==> src/arpct_pkg.sv <==
// ----------------------------------------------------------------------------
// ARP cache table package
// Shared field widths, command and status codes, and the control and status
// bundles passed between the controller and the datapath.
// ----------------------------------------------------------------------------
package arpct_pkg;

  localparam int CMD_W    = 2;
  localparam int IP_W     = 32;
  localparam int MAC_W    = 48;
  localparam int TICK_W   = 32;
  localparam int STATUS_W = 2;
  localparam int SLOT_W   = 3;
  localparam int COUNT_W  = 4;

  localparam logic [TICK_W-1:0]  EXPIRY_RST = 32'd60000;
  localparam logic [COUNT_W-1:0] COUNT_MAX  = 4'd15;

  localparam logic [CMD_W-1:0] CMD_LOOKUP = 2'd0;
  localparam logic [CMD_W-1:0] CMD_INSERT = 2'd1;
  localparam logic [CMD_W-1:0] CMD_SWEEP  = 2'd2;

  localparam logic [STATUS_W-1:0] ST_OK   = 2'd0;
  localparam logic [STATUS_W-1:0] ST_MISS = 2'd1;
  localparam logic [STATUS_W-1:0] ST_FULL = 2'd2;

  // controller to datapath
  typedef struct packed {
    logic first;   // request taken, read entry 0, clear the scan results
    logic scan;    // read the next entry
    logic finish;  // commit the insert and load the result register
  } arpct_cmd_t;

  // datapath to controller
  typedef struct packed {
    logic scan_last;  // the entry being read is the last one
    logic out_free;   // result register can take a new result
  } arpct_sts_t;

endpackage

==> src/arpct_ram.sv <==
// ----------------------------------------------------------------------------
// Generic RAM
// One write port and one read port, read data registered.
// ----------------------------------------------------------------------------
module arpct_ram #(
  parameter int WIDTH = 8,
  parameter int DEPTH = 8
) (
  input  logic                     clk,
  input  logic                     we,
  input  logic [$clog2(DEPTH)-1:0] waddr,
  input  logic [WIDTH-1:0]         wdata,
  input  logic [$clog2(DEPTH)-1:0] raddr,
  output logic [WIDTH-1:0]         rdata
);

  logic [WIDTH-1:0] mem [DEPTH];

  always_ff @(posedge clk) begin
    if (we) begin
      mem[waddr] <= wdata;
    end
    rdata <= mem[raddr];
  end

endmodule

==> src/arpct_ctrl.sv <==
// ----------------------------------------------------------------------------
// ARP cache table controller
// Sequences one request: accept, scan the entries, drain, commit.
// ----------------------------------------------------------------------------
module arpct_ctrl (
  input  logic                  clk,
  input  logic                  rst_n,
  input  logic                  in_valid,
  output logic                  in_stall,
  input  arpct_pkg::arpct_sts_t sts,
  output arpct_pkg::arpct_cmd_t cmd
);

  import arpct_pkg::*;

  localparam logic [1:0] S_IDLE  = 2'd0;
  localparam logic [1:0] S_SCAN  = 2'd1;
  localparam logic [1:0] S_DRAIN = 2'd2;
  localparam logic [1:0] S_DONE  = 2'd3;

  logic [1:0] state_r;
  logic [1:0] state_nxt;

  always_comb begin
    state_nxt  = state_r;
    cmd        = '0;
    in_stall   = 1'b1;
    case (state_r)
      S_IDLE: begin
        in_stall = 1'b0;
        if (in_valid) begin
          cmd.first = 1'b1;
          state_nxt = S_SCAN;
        end
      end
      S_SCAN: begin
        cmd.scan = 1'b1;
        if (sts.scan_last) begin
          state_nxt = S_DRAIN;
        end
      end
      S_DRAIN: begin
        state_nxt = S_DONE;
      end
      S_DONE: begin
        // hold until the previous result has been taken
        if (sts.out_free) begin
          cmd.finish = 1'b1;
          state_nxt  = S_IDLE;
        end
      end
      default: begin
        state_nxt = S_IDLE;
      end
    endcase
  end

  always_ff @(posedge clk) begin
    if (!rst_n) begin
      state_r <= S_IDLE;
    end else begin
      state_r <= state_nxt;
    end
  end

`ifndef SYNTHESIS
  a_stall_after_accept: assert property (@(posedge clk) disable iff (!rst_n)
    $rose(in_stall) |-> $past(in_valid))
    else $error("stall rose without an accepted request");
`endif

endmodule

==> src/arpct_dp.sv <==
// ----------------------------------------------------------------------------
// ARP cache table datapath
// Entry RAM, in-use flags, per-entry evaluation and result register.
// ----------------------------------------------------------------------------
module arpct_dp #(
  parameter int TABLE_ENTRIES = 8
) (
  input  logic                                clk,
  input  logic                                rst_n,
  input  arpct_pkg::arpct_cmd_t               cmd,
  output arpct_pkg::arpct_sts_t               sts,
  input  logic [arpct_pkg::CMD_W-1:0]         in_cmd,
  input  logic [arpct_pkg::IP_W-1:0]          in_ip_address,
  input  logic [arpct_pkg::MAC_W-1:0]         in_mac_address,
  input  logic                                in_entry_is_static,
  input  logic [arpct_pkg::TICK_W-1:0]        in_now_tick,
  input  logic [arpct_pkg::TICK_W-1:0]        expiry,
  output logic                                out_valid,
  input  logic                                out_stall,
  output logic [arpct_pkg::STATUS_W-1:0]      out_status,
  output logic [arpct_pkg::MAC_W-1:0]         out_found_mac,
  output logic [arpct_pkg::SLOT_W-1:0]        out_slot_used,
  output logic [arpct_pkg::COUNT_W-1:0]       out_expired_count
);

  import arpct_pkg::*;

  localparam int IDX_W = $clog2(TABLE_ENTRIES);
  localparam int RAM_W = IP_W + MAC_W + TICK_W;
  localparam logic [IDX_W-1:0] LAST_IDX = IDX_W'(TABLE_ENTRIES - 1);

  // request
  logic [CMD_W-1:0]  cmd_r;
  logic [IP_W-1:0]   ip_r;
  logic [MAC_W-1:0]  mac_r;
  logic              is_static_r;
  logic [TICK_W-1:0] now_r;

  // scan
  logic [IDX_W-1:0]  cnt_r;
  logic [IDX_W-1:0]  raddr;
  logic              eval_v_r;
  logic [IDX_W-1:0]  eval_idx_r;
  logic [RAM_W-1:0]  rdata;

  // flags
  logic [TABLE_ENTRIES-1:0] ent_static_r;
  logic [TABLE_ENTRIES-1:0] ent_dynamic_r;

  // scan results
  logic              match_v_r;
  logic [IDX_W-1:0]  match_idx_r;
  logic [MAC_W-1:0]  found_mac_r;
  logic              free_v_r;
  logic [IDX_W-1:0]  free_idx_r;
  logic              vict_v_r;
  logic [IDX_W-1:0]  vict_idx_r;
  logic [TICK_W-1:0] oldest_r;
  logic [COUNT_W-1:0] count_r;

  // evaluation
  logic [IP_W-1:0]   rd_ip;
  logic [MAC_W-1:0]  rd_mac;
  logic [TICK_W-1:0] rd_stamp;
  logic              in_use;
  logic              is_dyn;
  logic [TICK_W-1:0] age;
  logic              do_expire;

  // commit
  logic              tgt_v;
  logic [IDX_W-1:0]  tgt_idx;
  logic              do_write;
  logic [STATUS_W-1:0] res_status;
  logic [MAC_W-1:0]  res_mac;
  logic [SLOT_W-1:0] res_slot;
  logic [COUNT_W-1:0] res_count;

  // output register
  logic               out_valid_r;
  logic [STATUS_W-1:0] out_status_r;
  logic [MAC_W-1:0]   out_mac_r;
  logic [SLOT_W-1:0]  out_slot_r;
  logic [COUNT_W-1:0] out_count_r;

  assign raddr = cmd.first ? '0 : cnt_r;

  arpct_ram #(
    .WIDTH (RAM_W),
    .DEPTH (TABLE_ENTRIES)
  ) u_ram (
    .clk   (clk),
    .we    (do_write),
    .waddr (tgt_idx),
    .wdata ({ip_r, mac_r, now_r}),
    .raddr (raddr),
    .rdata (rdata)
  );

  assign rd_ip     = rdata[RAM_W-1 -: IP_W];
  assign rd_mac    = rdata[MAC_W+TICK_W-1 -: MAC_W];
  assign rd_stamp  = rdata[TICK_W-1:0];
  assign in_use    = ent_static_r[eval_idx_r] | ent_dynamic_r[eval_idx_r];
  assign is_dyn    = ent_dynamic_r[eval_idx_r] & ~ent_static_r[eval_idx_r];
  assign age       = now_r - rd_stamp;
  assign do_expire = eval_v_r && (cmd_r == CMD_SWEEP) && is_dyn && (age >= expiry);

  assign sts.scan_last = (cnt_r == LAST_IDX);
  assign sts.out_free  = !out_valid_r || !out_stall;

  always_ff @(posedge clk) begin
    if (cmd.first) begin
      cmd_r       <= in_cmd;
      ip_r        <= in_ip_address;
      mac_r       <= in_mac_address;
      is_static_r <= in_entry_is_static;
      now_r       <= in_now_tick;
    end
    if (cmd.first || cmd.scan) begin
      cnt_r <= raddr + IDX_W'(1);
    end
    eval_idx_r <= raddr;
  end

  always_ff @(posedge clk) begin
    if (!rst_n) begin
      eval_v_r <= 1'b0;
    end else begin
      eval_v_r <= cmd.first || cmd.scan;
    end
  end

  // scan accumulators
  always_ff @(posedge clk) begin
    if (cmd.first) begin
      match_v_r <= 1'b0;
      free_v_r  <= 1'b0;
      vict_v_r  <= 1'b0;
      oldest_r  <= '0;
      count_r   <= '0;
    end else if (eval_v_r) begin
      if (in_use && !match_v_r && (rd_ip == ip_r)) begin
        match_v_r   <= 1'b1;
        match_idx_r <= eval_idx_r;
        found_mac_r <= rd_mac;
      end
      // last free slot wins
      if (!in_use) begin
        free_v_r   <= 1'b1;
        free_idx_r <= eval_idx_r;
      end
      // strictly older only: first entry wins a tie, age zero never qualifies
      if (is_dyn && (age > oldest_r)) begin
        vict_v_r   <= 1'b1;
        vict_idx_r <= eval_idx_r;
        oldest_r   <= age;
      end
      if (do_expire && (count_r != COUNT_MAX)) begin
        count_r <= count_r + COUNT_W'(1);
      end
    end
  end

  // target of an insert: match, then free slot, then victim
  always_comb begin
    tgt_v   = 1'b1;
    tgt_idx = match_idx_r;
    if (!match_v_r) begin
      if (free_v_r) begin
        tgt_idx = free_idx_r;
      end else if (vict_v_r) begin
        tgt_idx = vict_idx_r;
      end else begin
        tgt_v = 1'b0;
      end
    end
  end

  assign do_write = cmd.finish && (cmd_r == CMD_INSERT) && tgt_v;

  always_ff @(posedge clk) begin
    if (!rst_n) begin
      ent_static_r  <= '0;
      ent_dynamic_r <= '0;
    end else if (do_expire) begin
      ent_static_r[eval_idx_r]  <= 1'b0;
      ent_dynamic_r[eval_idx_r] <= 1'b0;
    end else if (do_write) begin
      ent_static_r[tgt_idx]  <= is_static_r;
      ent_dynamic_r[tgt_idx] <= ~is_static_r;
    end
  end

  always_comb begin
    res_status = ST_OK;
    res_mac    = '0;
    res_slot   = '0;
    res_count  = '0;
    case (cmd_r)
      CMD_LOOKUP: begin
        if (match_v_r) begin
          res_mac  = found_mac_r;
          res_slot = SLOT_W'(match_idx_r);
        end else begin
          res_status = ST_MISS;
        end
      end
      CMD_INSERT: begin
        if (tgt_v) begin
          res_slot = SLOT_W'(tgt_idx);
        end else begin
          res_status = ST_FULL;
        end
      end
      CMD_SWEEP: begin
        res_count = count_r;
      end
      default: begin
        res_status = ST_OK;
      end
    endcase
  end

  always_ff @(posedge clk) begin
    if (!rst_n) begin
      out_valid_r <= 1'b0;
    end else if (cmd.finish) begin
      out_valid_r <= 1'b1;
    end else if (!out_stall) begin
      out_valid_r <= 1'b0;
    end
  end

  always_ff @(posedge clk) begin
    if (cmd.finish) begin
      out_status_r <= res_status;
      out_mac_r    <= res_mac;
      out_slot_r   <= res_slot;
      out_count_r  <= res_count;
    end
  end

  assign out_valid         = out_valid_r;
  assign out_status        = out_status_r;
  assign out_found_mac     = out_mac_r;
  assign out_slot_used     = out_slot_r;
  assign out_expired_count = out_count_r;

`ifndef SYNTHESIS
  a_no_clobber: assert property (@(posedge clk) disable iff (!rst_n)
    cmd.finish |-> (!out_valid_r || !out_stall))
    else $error("result register loaded while a result was pending");

  a_free_unused: assert property (@(posedge clk) disable iff (!rst_n)
    (do_write && !match_v_r && free_v_r) |->
      !(ent_static_r[free_idx_r] || ent_dynamic_r[free_idx_r]))
    else $error("insert into a free slot that is in use");

  a_victim_age: assert property (@(posedge clk) disable iff (!rst_n)
    (cmd.finish && vict_v_r) |-> (oldest_r != '0))
    else $error("victim chosen with zero age");
`endif

endmodule

==> src/arp_cache_table_unit.sv <==
// ----------------------------------------------------------------------------
// ARP cache table unit
// IPv4-to-MAC cache with static and dynamic entries, insert with replacement
// of the oldest dynamic entry and an aging sweep driven by an expiry register.
// ----------------------------------------------------------------------------
// Scan: the entry RAM is read with one registered read per cycle, entry 0
//   first, and the result is registered after the last read has drained.
// Requests: a new request is taken only once the previous result has been
//   committed, which is later when a finished result is held by out_stall.
// Reset: all entries free, expiry register 60000, no result pending.
module arp_cache_table_unit #(
  parameter int TABLE_ENTRIES = 8
) (
  input  logic                                clk,
  input  logic                                rst_n,
  // configuration
  input  logic                                cfg_we,
  input  logic [arpct_pkg::TICK_W-1:0]        cfg_wdata,
  // request channel
  input  logic                                in_valid,
  output logic                                in_stall,
  input  logic [arpct_pkg::CMD_W-1:0]         in_cmd,
  input  logic [arpct_pkg::IP_W-1:0]          in_ip_address,
  input  logic [arpct_pkg::MAC_W-1:0]         in_mac_address,
  input  logic                                in_entry_is_static,
  input  logic [arpct_pkg::TICK_W-1:0]        in_now_tick,
  // result channel
  output logic                                out_valid,
  input  logic                                out_stall,
  output logic [arpct_pkg::STATUS_W-1:0]      out_status,
  output logic [arpct_pkg::MAC_W-1:0]         out_found_mac,
  output logic [arpct_pkg::SLOT_W-1:0]        out_slot_used,
  output logic [arpct_pkg::COUNT_W-1:0]       out_expired_count
);

  import arpct_pkg::*;

  logic [TICK_W-1:0] expiry_r;
  arpct_cmd_t        cmd;
  arpct_sts_t        sts;

  // Expiry register: the user writes it only while the unit is idle, so no
  // hold is needed against a sweep in progress; the block does not enforce it.
  always_ff @(posedge clk) begin
    if (!rst_n) begin
      expiry_r <= EXPIRY_RST;
    end else if (cfg_we) begin
      expiry_r <= cfg_wdata;
    end
  end

  // Controller: take a request, step the scan, drain the last read, then
  // commit once the result register is free.
  arpct_ctrl u_ctrl (
    .clk      (clk),
    .rst_n    (rst_n),
    .in_valid (in_valid),
    .in_stall (in_stall),
    .sts      (sts),
    .cmd      (cmd)
  );

  // Datapath: entry RAM, in-use flags, per-entry match, free slot, oldest
  // victim and expiry checks, and the result register.
  arpct_dp #(
    .TABLE_ENTRIES (TABLE_ENTRIES)
  ) u_dp (
    .clk                (clk),
    .rst_n              (rst_n),
    .cmd                (cmd),
    .sts                (sts),
    .in_cmd             (in_cmd),
    .in_ip_address      (in_ip_address),
    .in_mac_address     (in_mac_address),
    .in_entry_is_static (in_entry_is_static),
    .in_now_tick        (in_now_tick),
    .expiry             (expiry_r),
    .out_valid          (out_valid),
    .out_stall          (out_stall),
    .out_status         (out_status),
    .out_found_mac      (out_found_mac),
    .out_slot_used      (out_slot_used),
    .out_expired_count  (out_expired_count)
  );

endmodule
==> config.mk <==
export PLATFORM = sky130hd
export DESIGN_NAME = arp_cache_table_unit
export DESIGN_NICKNAME = d
export VERILOG_FILES = /design/src/arpct_pkg.sv /design/src/arpct_ram.sv /design/src/arpct_ctrl.sv /design/src/arpct_dp.sv /design/src/arp_cache_table_unit.sv
export SDC_FILE = /design/constraint.sdc
export NUM_CORES = 2
export LEC_CHECK = 0
export BUFFER_PORTS_ARGS = -buffer_cell sky130_fd_sc_hd__buf_2
export CAP_MARGIN = 20
export CELL_PAD_IN_SITES_DETAIL_PLACEMENT = 0
export CELL_PAD_IN_SITES_GLOBAL_PLACEMENT = 1
export CORE_AREA = 3 3 324 326
export CTS_CLUSTER_DIAMETER = 100
export DETAILED_ROUTE_END_ITERATION = 7
export DIE_AREA = 0 0 327 329
export PLACE_DENSITY_LB_ADDON = 0.1
export SYNTH_ARGS = -nofsm -noshare
export SYNTH_HDL_FRONTEND = slang
export SYNTH_SLANG_ARGS = --single-unit
==> constraint.sdc <==
create_clock -name clk -period 46.2 [get_ports clk]
set_clock_uncertainty 0.1 [all_clocks]
set_input_delay 9.24 -clock clk [delete_from_list [all_inputs] [get_ports clk]]
set_output_delay 9.24 -clock clk [all_outputs]
set_load 0.01 [all_outputs]
[Yosys cells after proc, flatten, opt, wreduce, memory -nomap -nowiden]
Memories as Yosys holds them, arrays and structs flattened. A register that Yosys moved wholly into a read port is not among the register bits.
Cells that the tools add are included.
Word-level totals
  register bits: 326
  memories: 1
  output and inout port bits: 59
  word-level logic and storage cells: 126
  memory bits (writable): 896
Cells by class
  equal/unequal tests: 12
  reduce and logical (&&, ||, !) cells: 28
  add/sub/neg operators: 3
  bitwise logic cells: 9
  mux-type cells: 41
  order comparisons: 6
Memory list
  u_dp.u_ram.mem: words 8, bits a word 112, rd ports 1, clocked after memory_dff 1, write ports 1, RTL line arpct_ram.sv:17  | logic [WIDTH-1:0] mem [DEPTH];
Operators by type and width (count)
  $eq A32 B32 Y1: 1
  $ge A32 B32 Y1: 1
  $gt A32 B32 Y1: 1
  $mux W8: 4
  $sub A32 B32 Y32: 1
  $mux W1: 18
  $mux W3: 6
  $and A8 B8 Y8: 2
  $bwmux W8: 2
  $reduce_and A3 Y1: 4
  $logic_and A1 B1 Y1: 11
  $reduce_and A2 Y1: 5
  $lt A3 B4 Y1 const B: 2
  $mux W2: 4
  $not A8 Y8: 1
  $pmux W2 S4: 1
  $bmux W1 S3: 2
  $demux W1 S3: 2
  $eq A2 B2 Y1 const B: 3
  $ge A3 B1 Y1 const B: 2
  $ne A2 B2 Y1 const B: 3
  $pmux W3 S2: 1
  $add A4 B1 Y4 const B: 1
  $eq A2 B1 Y1 const B: 2
  other kinds (12): 19

[Longest topological paths before layout]
  depth after elaboration: 10
  gate-level depth with buffers: 23

[Modules after synthesis]
Synthesis repeated with hierarchy kept, for this count alone.
Second synthesis, totals
  cells, all modules: 2629
  area, all modules: 51189.1 um^2
By module, submodules not included
  arpct_ram: instances 1, cells an instance 1419, area each 36154.7 um^2
  arpct_dp: instances 1, cells an instance 1085, area each 13625.6 um^2
  arp_cache_table_unit: instances 1, cells an instance 103, area each 1226.2 um^2
  arpct_ctrl: instances 1, cells an instance 22, area each 182.7 um^2

[Worst setup path after synthesis]
No wires, ideal clock.
  kind: input -> register
  start: in out_stall
  end: reg u_dp.ent_dynamic_r[0]
  stages on the path: 5
  path slack: 24811 ps
  path buffers: 0
  arrival time: 20832 ps
  setup time: 457 ps
  path through: and2_1 nor2b_1 nand3b_1 nor3_1 o31ai_1
RTL lines
  start, declared: RTL line arp_cache_table_unit.sv:29  | input logic out_stall,
  end signal, assigned by index: RTL line arpct_dp.sv:190  | ent_dynamic_r[tgt_idx] <= ~is_static_r;
  end, declared: RTL line arpct_dp.sv:48  | logic [TABLE_ENTRIES-1:0] ent_dynamic_r;

==> results.toml <==
[cts]
postCtsHoldBufs = 0
clk_latency_ns = 0.73
clk_pin_slew_worst_paths_ns = 0.06
cts.path.max_buffers = 3
cts.sinks = 1334
cts_resized = 0
cts.htree.levels = 4
cts_buffers = 139
root_buffer = "clkbuf_16"
tritoncts = "yes"
postCtsSetupRepairBufs = 0

[synth]
syn_area_per_cell_um2 = 13.62
synthCells = 3735
yosysWarnings = 0
synth.distinct_cells = 79
synth_async_sr_flop_share_pct = 0
synth_area_um2 = 50890
ys_seq_elements = 1334
synthFlopType = "edfxtp_1"
synth_top_cell_area_share_pct = 66.57
synth_largest_area_cell = "edfxtp_1"
synth.area.top_cells = "edfxtp_1 (67%), dfxtp_1 (8.1%), nand2_1 (5.4%)"
synth_edf_count = 1128
yosysSeqAreaShare_pct = 74.67
synth_fp_nets = 3990

[sta]
rsz0062_at_grt = "no"
max_freq_mhz = 78.11
period_needed_ns = 12.80
setup_viol = 0
finalHoldViolations = 0
setup_slack_ns = 33.40
post-route-period-util_pct = 27.71
hold_ws_ns = 0.3008
slew_viol_final = 0
fin_setup_tns_ns = 0
worstMarginPinSlew_ns = 1.140
slew_headroom_pct = 24.02

[detailed_routing]
post-route-drc-count = 0
vias = 29970
routed-wl-met2_mm = 56.49
wl_per_cell_um = 22.31
wl_met3_mm = 6.090
ant_nets = 0
drtIter0Drc = 2369
met1_length_mm = 55.96
routed_wl_mm = 120.7
via_per_inst = 5.539
firstDrtPassIters = 5
top_layer = "met5"

[placement]
place_congestion = 0.7957
hpwl_mm = 63.38
placed_area_um2 = 53370
post-place-ws_ns = 32.62
io_buffers = 210

[worst_setup_path]
required_ns = 46.44
max_stage_delay_ns = 0.84
cp_num_buf_inv = 3
cp_slowest_cell = "buf_4"
path_cells = "buf_2 > and2_1 > nor2b_4 > nand3b_1 > nor2_4 > buf_4 > buf_4"
criticalPathCategory = "input port to flip-flop"
worst_path_most_repeated_cell = "buf_4"
cp.arrival_ns = 13.05
cp_top_family = "simple AND/OR/NAND/NOR gates"
critPathLaunchType = "input port"
crit_path_end_kind = "flip-flop"
cp_max_fo = 50
cp_num_cells = 7
rr_worst_depth = 19

[finish]
final_cell_mix = "edfxtp_1 (1,128), nand2_1 (724), nand3_1 (460)"
areaGrowthSynthToFinish_pct = 13.75
layout-drive-gt1-share_pct = 12.07
fillers = 8287
nNetsFinal = 4185
finalInstanceArea_um2 = 57880
final_common_cell = "edfxtp_1"

[floorplan]
die_y_um = 329
core-area_um2 = 102000
die_x_um = 327
initial_utilization_pct = 49.87
io_pins = 211
num_rows = 117
die_area_um2 = 107600

[power]
power_density_nw_per_um2 = 65.30
p_leak_uw = 0.02066
irDropWorstVdd_mv = 0.05176

[grt]
antenna_found_initial = 4
grt_pass1_vias = 29450
grt.overflow.total = 0
grt_first_pass_wirelength_mm = 182.2
grt_max_degree = 179
track_usage_pct = 22.34

[run]
drv_cap = 0

[outcome]
outcome = "completed"

[hold_path]
hp-class = "flip-flop to flip-flop"
whs_path_depth = 0
## layout make-up
type	instances	area, um^2	share of cell area, %
Antenna cell	1	2.502	0.004323
Tap cell	1368	1712	2.957
Clock buffer	200	4006	6.922
Sequential cell	1334	38000	65.64
Clock inverter	53	500.5	0.8647
Multi-Input combinational cell	2096	11840	20.46
Timing Repair Buffer	246	1371	2.369
Inverter	113	449.2	0.7760
## per-stage QoR
stage	power [uW]	util, %	cells
after floorplan	2340	-	3735
final	3779	56.73	5411
after global routing	4003	56.73	5410
after global placement	2709	52.31	5157
after CTS	3824	56.73	5410
after detailed placement	2719	52.31	5157
## where the power goes
group / total (uW) / switching [uW] / internal, uW / leakage (uW)
clock: 1100 / 448 / 648 / 0.00221
combinational: 1120 / 741 / 377 / 0.00656
sequential: 1560 / 94.7 / 1470 / 0.0119
## layer usage
| layer | vias up | GRT usage, % |
|---|---|---|
| met2 | 783 | 35.90 |
| met3 | 164 | 3.496 |
| met1 | 14950 | 32.16 |
| met4 | 2 | 5.660 |
| li1 | 14080 | - |
| met5 | - | 0 |
## synthesized netlist by cell type (all sizes together) (4+ instances only)
master and n:
and3 5, nor3 16, a311oi 4, mux4 4
o211ai 10, nand2 728, and2 56, and4 4
nand2b 12, a21oi 71, o21bai 4, a21o 31
nor4 5, edfxtp 1128, dfxtp 206, or4 4
buf 29, clkbuf 163, xor2 22, o221ai 113
o21a 8, nor2b 9, nor3b 6, inv 111
nand4 20, mux2i 34, o31ai 4, xnor2 40
nor2 127, ha 102, nand3 460, o21ai 140
a31oi 7, a211oi 7
## flip-flops by register name, summed over array words and instances, names as in the netlist, 4 cells and up
signal / cells
u_dp.ip_r: 32
expiry_r: 32
u_dp.now_r: 32
u_dp.found_mac_r: 48
u_dp.out_expired_count: 4
u_dp.oldest_r: 32
u_dp.u_ram.rdata: 112
u_dp.out_found_mac: 48
u_dp.ent_dynamic_r: 8
u_dp.ent_static_r: 8
u_dp.count_r: 4
u_dp.u_ram.mem: 896
u_dp.mac_r: 48
## worst paths after layout
check,to,slack (ns),startpoint
setup reg to reg,u_dp.oldest_r[29],40.06,u_dp.now_r[0]
setup / recovery,u_dp.u_ram.mem[4][93],33.40,out_stall
hold reg to reg,u_dp.found_mac_r[8],0.30,u_dp.u_ram.rdata[40]
hold / removal,u_dp.found_mac_r[8],0.30,u_dp.u_ram.rdata[40]
## cells by family (layout without fill, tap and decap cells)
logic type      after synthesis  count (layout)  share of synthesized area [%]
mux                          40              40                         0.8901
xor+xnor                     62              62                          1.082
simple gates               1462            1462                          12.70
other cells                   0               1                              0
buf+inv                     305             612                          2.274
flops                      1334            1334                          74.67
fa+ha+maj                   103             103                          2.547
compound gates              429             429                          5.840
Note: power is estimated with default switching activity, not from simulation.
